$ cat config.mk
export PLATFORM = sky130hd
export DESIGN_NAME = diff_drive_odometry_unit
export DESIGN_NICKNAME = d
export VERILOG_FILES = /design/src/ddo_pkg.sv /design/src/diff_drive_odometry_unit.sv /design/src/ddo_ctrl.sv /design/src/ddo_dp.sv
export SDC_FILE = /design/constraint.sdc
export NUM_CORES = 2
export LEC_CHECK = 0
export BUFFER_PORTS_ARGS = -buffer_cell sky130_fd_sc_hd__clkbuf_2
export CORE_ASPECT_RATIO = 2
export CORE_MARGIN = 2
export CORE_UTILIZATION = 60
export DETAILED_ROUTE_END_ITERATION = 16
export PLACE_DENSITY = 0.86
export SYNTH_ARGS = -nofsm -noshare
export SYNTH_HDL_FRONTEND = slang
export SYNTH_HIERARCHICAL = 1
export SYNTH_SLANG_ARGS = --single-unit
$ cat constraint.sdc
create_clock -name clk -period 11.4 [get_ports clk]
set_clock_uncertainty 0.15 [all_clocks]
set_input_delay 1.71 -clock clk [delete_from_list [all_inputs] [get_ports clk]]
set_output_delay 1.71 -clock clk [all_outputs]
set_load 0.005 [all_outputs]
$ cat src/ddo_pkg.sv
package ddo_pkg;

  localparam int CORDIC_STEPS_DEF = 16;
  localparam int CORDIC_TAB_LEN   = 24;
  localparam int DIV_ITERS        = 48;
  localparam int CNT_W            = 6;

  localparam logic [10:0]        HALF_AXLE_RST = 11'd150;
  localparam logic signed [33:0] CORDIC_GAIN   = 34'sd652032874;
  localparam logic signed [34:0] RAD2BAM       = 35'sd683565276;
  localparam logic [31:0]        US_HALF       = 32'd500000;
  // 10^6 = 2^6 * 15625; ceil(2^45 / 15625), exact for dividends below 2^31
  localparam logic [31:0]        RCP_15625     = 32'd2251799814;

  // arctan(2^-i) in 2^-32 turn units
  function automatic logic [31:0] atan_turn(input logic [4:0] i);
    logic [31:0] v;
    case (i)
      5'd0:  v = 32'd536870912;
      5'd1:  v = 32'd316933406;
      5'd2:  v = 32'd167458907;
      5'd3:  v = 32'd85004756;
      5'd4:  v = 32'd42667331;
      5'd5:  v = 32'd21354465;
      5'd6:  v = 32'd10679838;
      5'd7:  v = 32'd5340245;
      5'd8:  v = 32'd2670163;
      5'd9:  v = 32'd1335087;
      5'd10: v = 32'd667544;
      5'd11: v = 32'd333772;
      5'd12: v = 32'd166886;
      5'd13: v = 32'd83443;
      5'd14: v = 32'd41722;
      5'd15: v = 32'd20861;
      5'd16: v = 32'd10430;
      5'd17: v = 32'd5215;
      5'd18: v = 32'd2608;
      5'd19: v = 32'd1304;
      5'd20: v = 32'd652;
      5'd21: v = 32'd326;
      5'd22: v = 32'd163;
      5'd23: v = 32'd81;
      default: v = 32'd0;
    endcase
    return v;
  endfunction

  typedef enum logic [2:0] {
    MUL_RATE, MUL_YAW, MUL_VX, MUL_VY, MUL_PX, MUL_PY
  } mul_sel_t;

  typedef enum logic [2:0] {
    WB_NONE, WB_RATE, WB_YAW, WB_VX, WB_VY, WB_X, WB_Y
  } wb_sel_t;

  typedef enum logic [4:0] {
    ST_IDLE,
    ST_R_MUL, ST_R_LD, ST_R_DIV, ST_R_WB,
    ST_W_MUL, ST_W_LD, ST_W_DIV, ST_W_WB,
    ST_C_INIT, ST_C_ITER, ST_C_FIX,
    ST_VX_MUL, ST_VX_WB, ST_VY_MUL, ST_VY_WB,
    ST_X_MUL, ST_X_LD, ST_X_DIV, ST_X_WB,
    ST_Y_MUL, ST_Y_LD, ST_Y_DIV, ST_Y_WB,
    ST_FIN
  } state_t;

  typedef struct packed {
    logic       load_in;
    logic       mul_en;
    mul_sel_t   mul_sel;
    logic       div_load;
    logic       div_rate;
    logic       div_step;
    logic       rcp_step;
    wb_sel_t    wb_sel;
    logic       cordic_init;
    logic       cordic_step;
    logic [4:0] cordic_idx;
    logic       cordic_fix;
    logic       emit;
  } dp_cmd_t;

endpackage

$ cat src/diff_drive_odometry_unit.sv
// An update runs the rate divider, the heading update, the CORDIC iterations
// and the velocity and position steps; set-pose goes straight to finish.
// Throughput: one transaction at a time, the next accepted the cycle after the
// result is written; set by the 48-step rate divider and the CORDIC iterations.
// Reset (synchronous, active low) clears pose and sets half axle to 150 mm.
module diff_drive_odometry_unit import ddo_pkg::*; #(
  parameter int CORDIC_STEPS = CORDIC_STEPS_DEF
) (
  input  logic               clk,
  input  logic               rst_n,
  input  logic               in_valid,
  output logic               in_stall,
  input  logic               in_op,
  input  logic signed [15:0] in_left_speed,
  input  logic signed [15:0] in_right_speed,
  input  logic [19:0]        in_elapsed_us,
  input  logic signed [31:0] in_pose_x,
  input  logic signed [31:0] in_pose_y,
  input  logic signed [15:0] in_pose_yaw,
  output logic               out_valid,
  input  logic               out_stall,
  output logic signed [31:0] out_pos_x,
  output logic signed [31:0] out_pos_y,
  output logic signed [15:0] out_heading,
  output logic signed [16:0] out_vel_x,
  output logic signed [16:0] out_vel_y,
  output logic signed [15:0] out_turn_rate,
  input  logic               cfg_valid,
  output logic               cfg_ready,
  input  logic [10:0]        cfg_half_axle_mm
);

  dp_cmd_t cmd;

  assign cfg_ready = 1'b1;

  ddo_ctrl #(.CORDIC_STEPS(CORDIC_STEPS)) u_ctrl (
    .clk       (clk),
    .rst_n     (rst_n),
    .in_valid  (in_valid),
    .in_op     (in_op),
    .in_stall  (in_stall),
    .out_stall (out_stall),
    .out_valid (out_valid),
    .cmd       (cmd)
  );

  ddo_dp u_dp (
    .clk              (clk),
    .rst_n            (rst_n),
    .cmd              (cmd),
    .in_op            (in_op),
    .in_left_speed    (in_left_speed),
    .in_right_speed   (in_right_speed),
    .in_elapsed_us    (in_elapsed_us),
    .in_pose_x        (in_pose_x),
    .in_pose_y        (in_pose_y),
    .in_pose_yaw      (in_pose_yaw),
    .cfg_valid        (cfg_valid),
    .cfg_half_axle_mm (cfg_half_axle_mm),
    .out_pos_x        (out_pos_x),
    .out_pos_y        (out_pos_y),
    .out_heading      (out_heading),
    .out_vel_x        (out_vel_x),
    .out_vel_y        (out_vel_y),
    .out_turn_rate    (out_turn_rate)
  );

endmodule

$ cat src/ddo_ctrl.sv
module ddo_ctrl import ddo_pkg::*; #(
  parameter int CORDIC_STEPS = CORDIC_STEPS_DEF
) (
  input  logic    clk,
  input  logic    rst_n,
  input  logic    in_valid,
  input  logic    in_op,
  output logic    in_stall,
  input  logic    out_stall,
  output logic    out_valid,
  output dp_cmd_t cmd
);

  localparam logic [CNT_W-1:0] DIV_LAST = CNT_W'(DIV_ITERS - 1);
  localparam logic [CNT_W-1:0] COR_LAST = CNT_W'(CORDIC_STEPS - 1);

  state_t           state_r, state_nxt;
  logic [CNT_W-1:0] cnt_r, cnt_nxt;
  logic             out_valid_r, out_valid_nxt;

  always_ff @(posedge clk) begin
    if (!rst_n) begin
      state_r     <= ST_IDLE;
      cnt_r       <= '0;
      out_valid_r <= 1'b0;
    end else begin
      state_r     <= state_nxt;
      cnt_r       <= cnt_nxt;
      out_valid_r <= out_valid_nxt;
    end
  end

  always_comb begin
    state_nxt = state_r;
    cnt_nxt   = cnt_r;
    in_stall  = 1'b1;
    cmd       = '0;
    cmd.mul_sel = MUL_RATE;
    cmd.wb_sel  = WB_NONE;
    unique case (state_r)
      ST_IDLE: begin
        in_stall = 1'b0;
        if (in_valid) begin
          cmd.load_in = 1'b1;
          state_nxt   = in_op ? ST_FIN : ST_R_MUL;
        end
      end
      ST_R_MUL: begin
        cmd.mul_en = 1'b1; cmd.mul_sel = MUL_RATE; state_nxt = ST_R_LD;
      end
      ST_R_LD: begin
        cmd.div_load = 1'b1; cmd.div_rate = 1'b1; cnt_nxt = '0; state_nxt = ST_R_DIV;
      end
      ST_R_DIV: begin
        cmd.div_step = 1'b1;
        cnt_nxt = cnt_r + 1'b1;
        if (cnt_r == DIV_LAST) state_nxt = ST_R_WB;
      end
      ST_R_WB: begin
        cmd.wb_sel = WB_RATE; state_nxt = ST_W_MUL;
      end
      ST_W_MUL: begin
        cmd.mul_en = 1'b1; cmd.mul_sel = MUL_YAW; state_nxt = ST_W_LD;
      end
      ST_W_LD: begin
        cmd.div_load = 1'b1; state_nxt = ST_W_DIV;
      end
      ST_W_DIV: begin
        cmd.rcp_step = 1'b1; state_nxt = ST_W_WB;
      end
      ST_W_WB: begin
        cmd.wb_sel = WB_YAW; state_nxt = ST_C_INIT;
      end
      ST_C_INIT: begin
        cmd.cordic_init = 1'b1; cnt_nxt = '0; state_nxt = ST_C_ITER;
      end
      ST_C_ITER: begin
        cmd.cordic_step = 1'b1;
        cmd.cordic_idx  = cnt_r[4:0];
        cnt_nxt = cnt_r + 1'b1;
        if (cnt_r == COR_LAST) state_nxt = ST_C_FIX;
      end
      ST_C_FIX: begin
        cmd.cordic_fix = 1'b1; state_nxt = ST_VX_MUL;
      end
      ST_VX_MUL: begin
        cmd.mul_en = 1'b1; cmd.mul_sel = MUL_VX; state_nxt = ST_VX_WB;
      end
      ST_VX_WB: begin
        cmd.wb_sel = WB_VX; state_nxt = ST_VY_MUL;
      end
      ST_VY_MUL: begin
        cmd.mul_en = 1'b1; cmd.mul_sel = MUL_VY; state_nxt = ST_VY_WB;
      end
      ST_VY_WB: begin
        cmd.wb_sel = WB_VY; state_nxt = ST_X_MUL;
      end
      ST_X_MUL: begin
        cmd.mul_en = 1'b1; cmd.mul_sel = MUL_PX; state_nxt = ST_X_LD;
      end
      ST_X_LD: begin
        cmd.div_load = 1'b1; state_nxt = ST_X_DIV;
      end
      ST_X_DIV: begin
        cmd.rcp_step = 1'b1; state_nxt = ST_X_WB;
      end
      ST_X_WB: begin
        cmd.wb_sel = WB_X; state_nxt = ST_Y_MUL;
      end
      ST_Y_MUL: begin
        cmd.mul_en = 1'b1; cmd.mul_sel = MUL_PY; state_nxt = ST_Y_LD;
      end
      ST_Y_LD: begin
        cmd.div_load = 1'b1; state_nxt = ST_Y_DIV;
      end
      ST_Y_DIV: begin
        cmd.rcp_step = 1'b1; state_nxt = ST_Y_WB;
      end
      ST_Y_WB: begin
        cmd.wb_sel = WB_Y; state_nxt = ST_FIN;
      end
      ST_FIN: begin
        // output register must be free before the result is written
        if (!out_valid_r || !out_stall) begin
          cmd.emit  = 1'b1;
          state_nxt = ST_IDLE;
        end
      end
      default: state_nxt = ST_IDLE;
    endcase
  end

  assign out_valid_nxt = cmd.emit | (out_valid_r & out_stall);
  assign out_valid     = out_valid_r;

`ifndef SYNTH
  a_fin_emits: assert property (@(posedge clk) disable iff (!rst_n)
    (state_r == ST_FIN && !(out_valid_r && out_stall)) |=> out_valid_r)
    else $error("result not presented after finish");
  a_pose_short: assert property (@(posedge clk) disable iff (!rst_n)
    (state_r == ST_IDLE && in_valid && in_op) |=> state_r == ST_FIN)
    else $error("set pose did not go straight to finish");
  a_div_cnt: assert property (@(posedge clk) disable iff (!rst_n)
    (state_r == ST_R_DIV) |-> cnt_r <= DIV_LAST)
    else $error("divider count overrun");
  a_held_out: assert property (@(posedge clk) disable iff (!rst_n)
    (out_valid_r && out_stall) |-> !cmd.emit)
    else $error("pending result overwritten");
`endif

endmodule

$ cat src/ddo_dp.sv
module ddo_dp import ddo_pkg::*; (
  input  logic               clk,
  input  logic               rst_n,
  input  dp_cmd_t            cmd,
  input  logic               in_op,
  input  logic signed [15:0] in_left_speed,
  input  logic signed [15:0] in_right_speed,
  input  logic [19:0]        in_elapsed_us,
  input  logic signed [31:0] in_pose_x,
  input  logic signed [31:0] in_pose_y,
  input  logic signed [15:0] in_pose_yaw,
  input  logic               cfg_valid,
  input  logic [10:0]        cfg_half_axle_mm,
  output logic signed [31:0] out_pos_x,
  output logic signed [31:0] out_pos_y,
  output logic signed [15:0] out_heading,
  output logic signed [16:0] out_vel_x,
  output logic signed [16:0] out_vel_y,
  output logic signed [15:0] out_turn_rate
);

  logic [10:0]        axle_r;
  logic signed [31:0] x_r, y_r;
  logic signed [15:0] yaw_r, rate_r;
  logic signed [16:0] vx_r, vy_r, sum_r, diff_r;
  logic [19:0]        dt_r;
  logic signed [52:0] prod_r;
  logic [47:0]        dvd_r;
  logic [32:0]        rem_r;
  logic [31:0]        dsr_r;
  logic               neg_r;
  logic [30:0]        rcp_src_r;
  logic [62:0]        rcp_prod_r;
  logic signed [33:0] cx_r, cy_r, cz_r;
  logic               flip_r;

  always_ff @(posedge clk) begin
    if (!rst_n) axle_r <= HALF_AXLE_RST;
    else if (cfg_valid) axle_r <= cfg_half_axle_mm;
  end

  // shared multiplier
  logic signed [17:0] ma;
  logic signed [34:0] mb;
  always_comb begin
    unique case (cmd.mul_sel)
      MUL_RATE: begin ma = {diff_r[16], diff_r};   mb = RAD2BAM; end
      MUL_YAW:  begin ma = 18'(rate_r);            mb = {15'b0, dt_r}; end
      MUL_VX:   begin ma = {sum_r[16], sum_r};     mb = {cx_r[33], cx_r}; end
      MUL_VY:   begin ma = {sum_r[16], sum_r};     mb = {cy_r[33], cy_r}; end
      MUL_PX:   begin ma = {vx_r[16], vx_r};       mb = {15'b0, dt_r}; end
      MUL_PY:   begin ma = {vy_r[16], vy_r};       mb = {15'b0, dt_r}; end
      default:  begin ma = '0;                     mb = '0; end
    endcase
  end

  // divisor and rounding half; rate divisor is len * 20 * 65536
  logic [10:0] len;
  logic [31:0] dsr_sel, half_sel;
  logic [47:0] num, mag;
  assign len      = (axle_r == '0) ? 11'd1 : axle_r;
  assign dsr_sel  = (32'(len) << 20) + (32'(len) << 18);
  assign half_sel = cmd.div_rate ? ((32'(len) << 19) + (32'(len) << 17)) : US_HALF;
  assign num      = prod_r[47:0] + {16'b0, half_sel};
  assign mag      = num[47] ? ~num : num;

  // restoring divider step; floor of a negative n is ~(~n / d)
  logic [32:0] rem_sh;
  logic        q_bit;
  logic [47:0] quo_mag, quo;
  assign rem_sh  = {rem_r[31:0], dvd_r[47]};
  assign q_bit   = (rem_sh >= {1'b0, dsr_r});
  // divide by 10^6: mag stays below 2^37, so mag >> 6 fits 31 bits
  assign quo_mag = (cmd.wb_sel == WB_RATE) ? dvd_r : {30'b0, rcp_prod_r[62:45]};
  assign quo     = neg_r ? ~quo_mag : quo_mag;

  // velocity round and saturate
  logic signed [52:0] vt;
  logic signed [21:0] vr;
  logic signed [16:0] vsat;
  assign vt = prod_r + 53'sd1073741824;
  assign vr = vt[52:31];
  always_comb begin
    if (vr > 22'sd65535)       vsat = 17'sd65535;
    else if (vr < -22'sd65536) vsat = -17'sd65536;
    else                       vsat = vr[16:0];
  end

  // position update with saturation
  logic signed [32:0] psum;
  logic signed [31:0] pbase, psat;
  assign pbase = (cmd.wb_sel == WB_X) ? x_r : y_r;
  assign psum  = {pbase[31], pbase} + {{9{quo[23]}}, quo[23:0]};
  always_comb begin
    if (psum[32] != psum[31]) psat = psum[32] ? 32'sh80000000 : 32'sh7fffffff;
    else                      psat = psum[31:0];
  end

  // CORDIC
  logic [31:0]        ang;
  logic               fl;
  logic signed [33:0] dx, dy, at;
  assign ang = {yaw_r, 16'b0};
  assign fl  = ang[31] ^ ang[30];
  assign dx  = cy_r >>> cmd.cordic_idx;
  assign dy  = cx_r >>> cmd.cordic_idx;
  assign at  = {2'b0, atan_turn(cmd.cordic_idx)};

  always_ff @(posedge clk) begin
    if (!rst_n) begin
      x_r <= '0; y_r <= '0; yaw_r <= '0;
    end else begin
      if (cmd.load_in && in_op) begin
        x_r <= in_pose_x; y_r <= in_pose_y; yaw_r <= in_pose_yaw;
      end
      unique case (cmd.wb_sel)
        WB_YAW:  yaw_r <= yaw_r + quo[15:0];
        WB_X:    x_r   <= psat;
        WB_Y:    y_r   <= psat;
        default: ;
      endcase
    end
  end

  always_ff @(posedge clk) begin
    if (cmd.load_in) begin
      dt_r   <= in_elapsed_us;
      sum_r  <= {in_left_speed[15], in_left_speed} + {in_right_speed[15], in_right_speed};
      diff_r <= {in_right_speed[15], in_right_speed} - {in_left_speed[15], in_left_speed};
      if (in_op) begin
        vx_r <= '0; vy_r <= '0; rate_r <= '0;
      end
    end
    unique case (cmd.wb_sel)
      WB_RATE: rate_r <= quo[15:0];
      WB_VX:   vx_r   <= vsat;
      WB_VY:   vy_r   <= vsat;
      default: ;
    endcase
    if (cmd.mul_en) prod_r <= ma * mb;
    if (cmd.div_load) begin
      neg_r     <= num[47];
      dvd_r     <= mag;
      dsr_r     <= dsr_sel;
      rem_r     <= '0;
      rcp_src_r <= mag[36:6];
    end else if (cmd.div_step) begin
      rem_r <= q_bit ? (rem_sh - {1'b0, dsr_r}) : rem_sh;
      dvd_r <= {dvd_r[46:0], q_bit};
    end
    if (cmd.rcp_step) rcp_prod_r <= rcp_src_r * RCP_15625;
    if (cmd.cordic_init) begin
      flip_r <= fl;
      cx_r   <= CORDIC_GAIN;
      cy_r   <= '0;
      cz_r   <= {{2{ang[31] ^ fl}}, ang[31] ^ fl, ang[30:0]};
    end else if (cmd.cordic_step) begin
      if (!cz_r[33]) begin
        cx_r <= cx_r - dx; cy_r <= cy_r + dy; cz_r <= cz_r - at;
      end else begin
        cx_r <= cx_r + dx; cy_r <= cy_r - dy; cz_r <= cz_r + at;
      end
    end else if (cmd.cordic_fix && flip_r) begin
      cx_r <= -cx_r;
      cy_r <= -cy_r;
    end
    if (cmd.emit) begin
      out_pos_x     <= x_r;
      out_pos_y     <= y_r;
      out_heading   <= yaw_r;
      out_vel_x     <= vx_r;
      out_vel_y     <= vy_r;
      out_turn_rate <= rate_r;
    end
  end

endmodule

# Word level (Yosys, flattened, before mapping)
# Memory sizes are Yosys's and may differ from the RTL's.
# Cells that the tools add are included.
dict set report word_totals {
  regBits 699
  mem_bits_ro 960
  inputBits 149
  out_inout_bits 133
  word_cells 194
  mem_count 1
}
# memory depth width read_ports rd_clocked_by_memory_dff wr line_no
set mem_list {}
lappend mem_list {{(name not given)} 32 30 1 0 0 ddo_pkg.sv:18} ;# case (i)
dict set report op_classes {
  n_addsub 18
  mul 2
  magnitude_cmp 3
  n_eq_ne 42
  n_shift 2
  muxes 58
  bitwise_logic 6
  n_reduce_logical 31
}
# operator count
set op_table {}
lappend op_table {{$mux W34} 9}
lappend op_table {{$mux W32} 9}
lappend op_table {{$mux W48} 3}
lappend op_table {{$pmux W35 S4} 1}
lappend op_table {{$pmux W5 S25} 1}
lappend op_table {{$mux W17} 6}
lappend op_table {{$pmux W18 S5} 1}
lappend op_table {{$mux W16} 5}
lappend op_table {{$add A34 B34 Y34} 2}
lappend op_table {{$neg A34 Y34} 2}
lappend op_table {{$sshr A34 B5 Y34} 2}
lappend op_table {{$sub A34 B34 Y34} 2}
lappend op_table {{$mul A31 B31 Y62 const B} 1}
lappend op_table {{$add A53 B32 Y53 const B} 1}
lappend op_table {{$mul A18 B35 Y53} 1}
lappend op_table {{$add A48 B32 Y48} 1}
lappend op_table {{$mux W24} 2}
lappend op_table {{$not A48 Y48} 1}
lappend op_table {{$eq A5 B5 Y1 const B} 9}
lappend op_table {{$eq A5 B4 Y1 const B} 8}
lappend op_table {{$add A34 B33 Y34} 1}
lappend op_table {{$sub A34 B33 Y34} 1}
lappend op_table {{$add A32 B24 Y33} 1}
lappend op_table {{$ge A33 B32 Y1} 1}
lappend op_table {{other kinds (43)} 91}

# Longest topological paths before layout
dict set report logic_depth {
  ltp_word 10
  mapped_depth 37
  depth_no_buf 32
}

# Hierarchy
# The synthesis kept the hierarchy.
# mod instances cells_per_inst area_per_inst_um2
set by_module_without_submodules {}
lappend by_module_without_submodules {ddo_dp 1 8414 79990.5}
lappend by_module_without_submodules {ddo_ctrl 1 132 996.0}
lappend by_module_without_submodules {diff_drive_odometry_unit 1 2 11.3}

# Least setup slack after synthesis
# OpenSTA, ideal clock, no wires.
dict set report synth_path {
  path_kind {register to register}
  start {register u_ctrl.state_r[0]}
  end {register u_dp.prod_r[45], data pin}
  arrival_ns 8.975
  t_required_ns 11.055
  path_slack_ns 2.080
  path_stages_with_launch 33
  synth_period_minus_slack_ns 9.320
  path_cell_list {dfxtp_1 -> buf_2 -> buf_1 -> nor3b_1 -> a21oi_1 -> nor2_1 -> o21a_1 -> clkbuf_1 -> clkbuf_1 -> clkbuf_1 -> mux2i_1 -> o21ai_1 -> nand2_1 -> fa_1 -> inv_1 -> fa_1 -> fa_1 -> fa_1 -> fa_1 -> inv_1 -> fa_1 -> inv_1 -> ha_1 -> a211oi_1 -> nor2_1 -> o41a_1 -> a41o_1 -> a221oi_1 -> o21ai_0 -> a311o_1 -> a211o_1 -> a2111o_1 -> o311ai_0}
}
# element line_no
set synth_rtl {}
lappend synth_rtl {{start, declared} ddo_ctrl.sv:17} ;# state_t state_r, state_nxt;
lappend synth_rtl {{start signal, assigned} ddo_ctrl.sv:27} ;# state_r <= state_nxt;
lappend synth_rtl {{end signal, assigned} ddo_dp.sv:140} ;# if (cmd.mul_en) prod_r <= ma * mb;
lappend synth_rtl {{end, declared} ddo_dp.sv:27} ;# logic signed [52:0] prod_r;

==> metrics <==
status=complete, no violations; number of nets in the layout=10500; total of flip-flops plus latches after synthesis=636; final RePlAce weighted congestion=1.11; total number of H-tree levels=2; pin count of the biggest net entering global routing=94; cell count after placement=10300; via count of the first global-routing pass=72300; CTS clock-pin slew for the worst setup and hold paths=0.08 ns; insertion delay to the later sink of the worst-skew pair=0.75 ns; type of the setup path with the least slack=reg -> reg; post-route ant nets=0; number of rows in the core area=190; ratio of cells with drive above 1 in the final layout=9.50%; maximum net fanout on the critical path=16; final hold vios=0; data arrival time at the worst-slack endpoint=11.36 ns; overall die width=264 um; placeable core area=134000 um2; Slew headroom=12.0%; cts bufs inserted=59; Final HPWL DP=236 mm; total via count in the routed design=68800; fmax=90.8 MHz; Final Instance Count excl. Fillers=10500; synthesis-to-finish area growth=6.97%; number of buffers inserted by port buffering=280; pre-CTS setup slack=1.07 ns; proportion of synthesized chip area in sequential cells=20.9%; count of warnings emitted by yosys=6; boundary pin count=282; post-synthesis cell type count=118; buffer depth of the longest clock path=3; post-route minimum period=11.01 ns; average instance area after synthesis=9.48 um2; end-of-flow core utilization=64.6%; biggest area consumer among synthesized cells=sky130_fd_sc_hd__fa_1; die area=138000 um2; drt pass-1 iters=9; CP Data Required Time=11.75 ns; global-route congestion overflow total=0; Slowest-stage cell, CP=sky130_fd_sc_hd__nor2_1; Cells after Synth=8548; first-pass GRT wire length=442 mm; TritonCTS clock tree=done; most common cell in the synthesized netlist=sky130_fd_sc_hd__inv_1; share of the clock period used by the worst path after layout=96.6%; number of inserted filler cells in the final layout=10700; average wire per standard cell=28.5 um; antenna violations before repair=37; synthesized cell area=81000 um2; largest stage delay on the critical path=0.99 ns; routed vias/inst=6.57; ys async rst share=0%; setup repair after global routing missed its margin=no; top post-synthesis cells by count=sky130_fd_sc_hd__inv_1, sky130_fd_sc_hd__fa_1, sky130_fd_sc_hd__nand2_1; Total Routed Length=299 mm; initial core utilization=60.4%; CP startpoint kind=register; final number of setup-violating endpoints=0; Sink Count=636; share of the synthesized area in the top cell type=24.2%; number of cells upsized or downsized after cts=0; commonest register cell after synthesis=sky130_fd_sc_hd__edfxtp_1; number of setup buffers added after CTS=0; number of DRC markers after the initial detailed-route iteration=7256; Post-Syn Nets=10400; worst-case setup margin in the final layout=0.391 ns; type of element capturing the critical path=register; cell at the root of the clock tree=sky130_fd_sc_hd__clkbuf_16; max-slew violations=0; transition time at the pin with the least slew margin=1.30 ns; hold crit path type=reg -> reg; DRC Markers=0; count of flip-flops with a built-in enable after synthesis=417; GR Util All Layers=43.4%; total negative setup slack=0 ns; Hold Buf Count CTS=0; main area contributors after synthesis=sky130_fd_sc_hd__fa_1, sky130_fd_sc_hd__edfxtp_1, sky130_fd_sc_hd__ha_1; Maximum Capacitance Violations=0; die outline height=524 um
[metrics by stage]
step / hold WS [ns] / area [um2]
final: 0.306 / 86600
after global routing: 0.317 / 86600
after CTS: 0.302 / 86600
after detailed placement: 0.287 / 84500
after global placement: 0.286 / 84500
after floorplan: 0.270 / 81000
[placed cells by master, fill, tap and decap left out, drive strengths merged, types with 171 or more instances in the layout]
cell type,count
a21oi,415
clkbuf,348
dfxtp,219
edfxtp,417
fa,979
ha,700
inv,1315
mux2i,181
nand2,756
nor2,707
o21ai,239
xnor2,331
xor2,171
[critical path: cells and delay by family (launching register included)]
family                   cells  cell delay (ns)
AO/OA/AOI/OAI               11             3.32
adder cells (fa/ha/maj)      7             3.42
buffers and inverters        6             0.53
flip-flops                   1             0.65
AND/OR/NAND/NOR              6             2.68
[state kept, by name, summed over array words and instances, names as in the netlist, 31 cells and up]
name	count
u_dp/y_r	32
u_dp/x_r	32
u_dp/out_pos_x	32
u_dp/rcp_src_r	31
u_dp/out_pos_y	32
u_dp/prod_r	53
u_dp/cz_r	34
u_dp/cx_r	34
u_dp/cy_r	34
u_dp/dvd_r	48
u_dp/rem_r	32
[metal layers]
metal	share of wire, %	track usage, %	vias to the layer above
met5	0.040	0	-
met4	14	48.0	18
met3	9.1	10.4	1927
met2	48	72.8	4386
met1	29	41.7	33500
li1	-	-	29000
[worst paths after layout]
path | startpoint | end | slack, ns | depth (start not counted)
worst min register to register | u_dp/y_r[22] | u_dp/out_pos_y[22] | 0.31 | 0
worst min-delay path | u_dp/y_r[22] | u_dp/out_pos_y[22] | 0.31 | 0
worst max register to register | u_ctrl/state_r[4] | u_dp/prod_r[45] | 0.39 | 30
worst max-delay path | u_ctrl/state_r[4] | u_dp/prod_r[45] | 0.39 | 30
[cell type report]
cell class | instances | area [um2] | share of cell area (%)
Multi-Input combinational cell | 6209 | 57800 | 66.7
Sequential cell | 636 | 16900 | 19.5
Inverter | 1311 | 4920 | 5.68
Timing Repair Buffer | 448 | 2750 | 3.17
Tap cell | 1728 | 2160 | 2.50
Clock buffer | 68 | 1580 | 1.83
Clock inverter | 42 | 485 | 0.560
Antenna cell | 24 | 60.1 | 0.0693
[cell families after synthesis]
| family | Yosys count | share of synthesized area [%] |
|---|---|---|
| AOI/OAI and AO/OA | 1488 | 12.3 |
| and+or+nand+nor | 2190 | 12.4 |
| adders and majority gates | 1681 | 35.0 |
| buffers and inverters | 1703 | 8.14 |
| other | 1 | 0.00463 |
| DFF | 636 | 20.9 |
| xor gates and xnor gates | 502 | 5.44 |
| muxes | 347 | 5.81 |
Power is not shown: default switching activity piles up to over one toggle a cycle in this logic, so the estimate is an artifact.
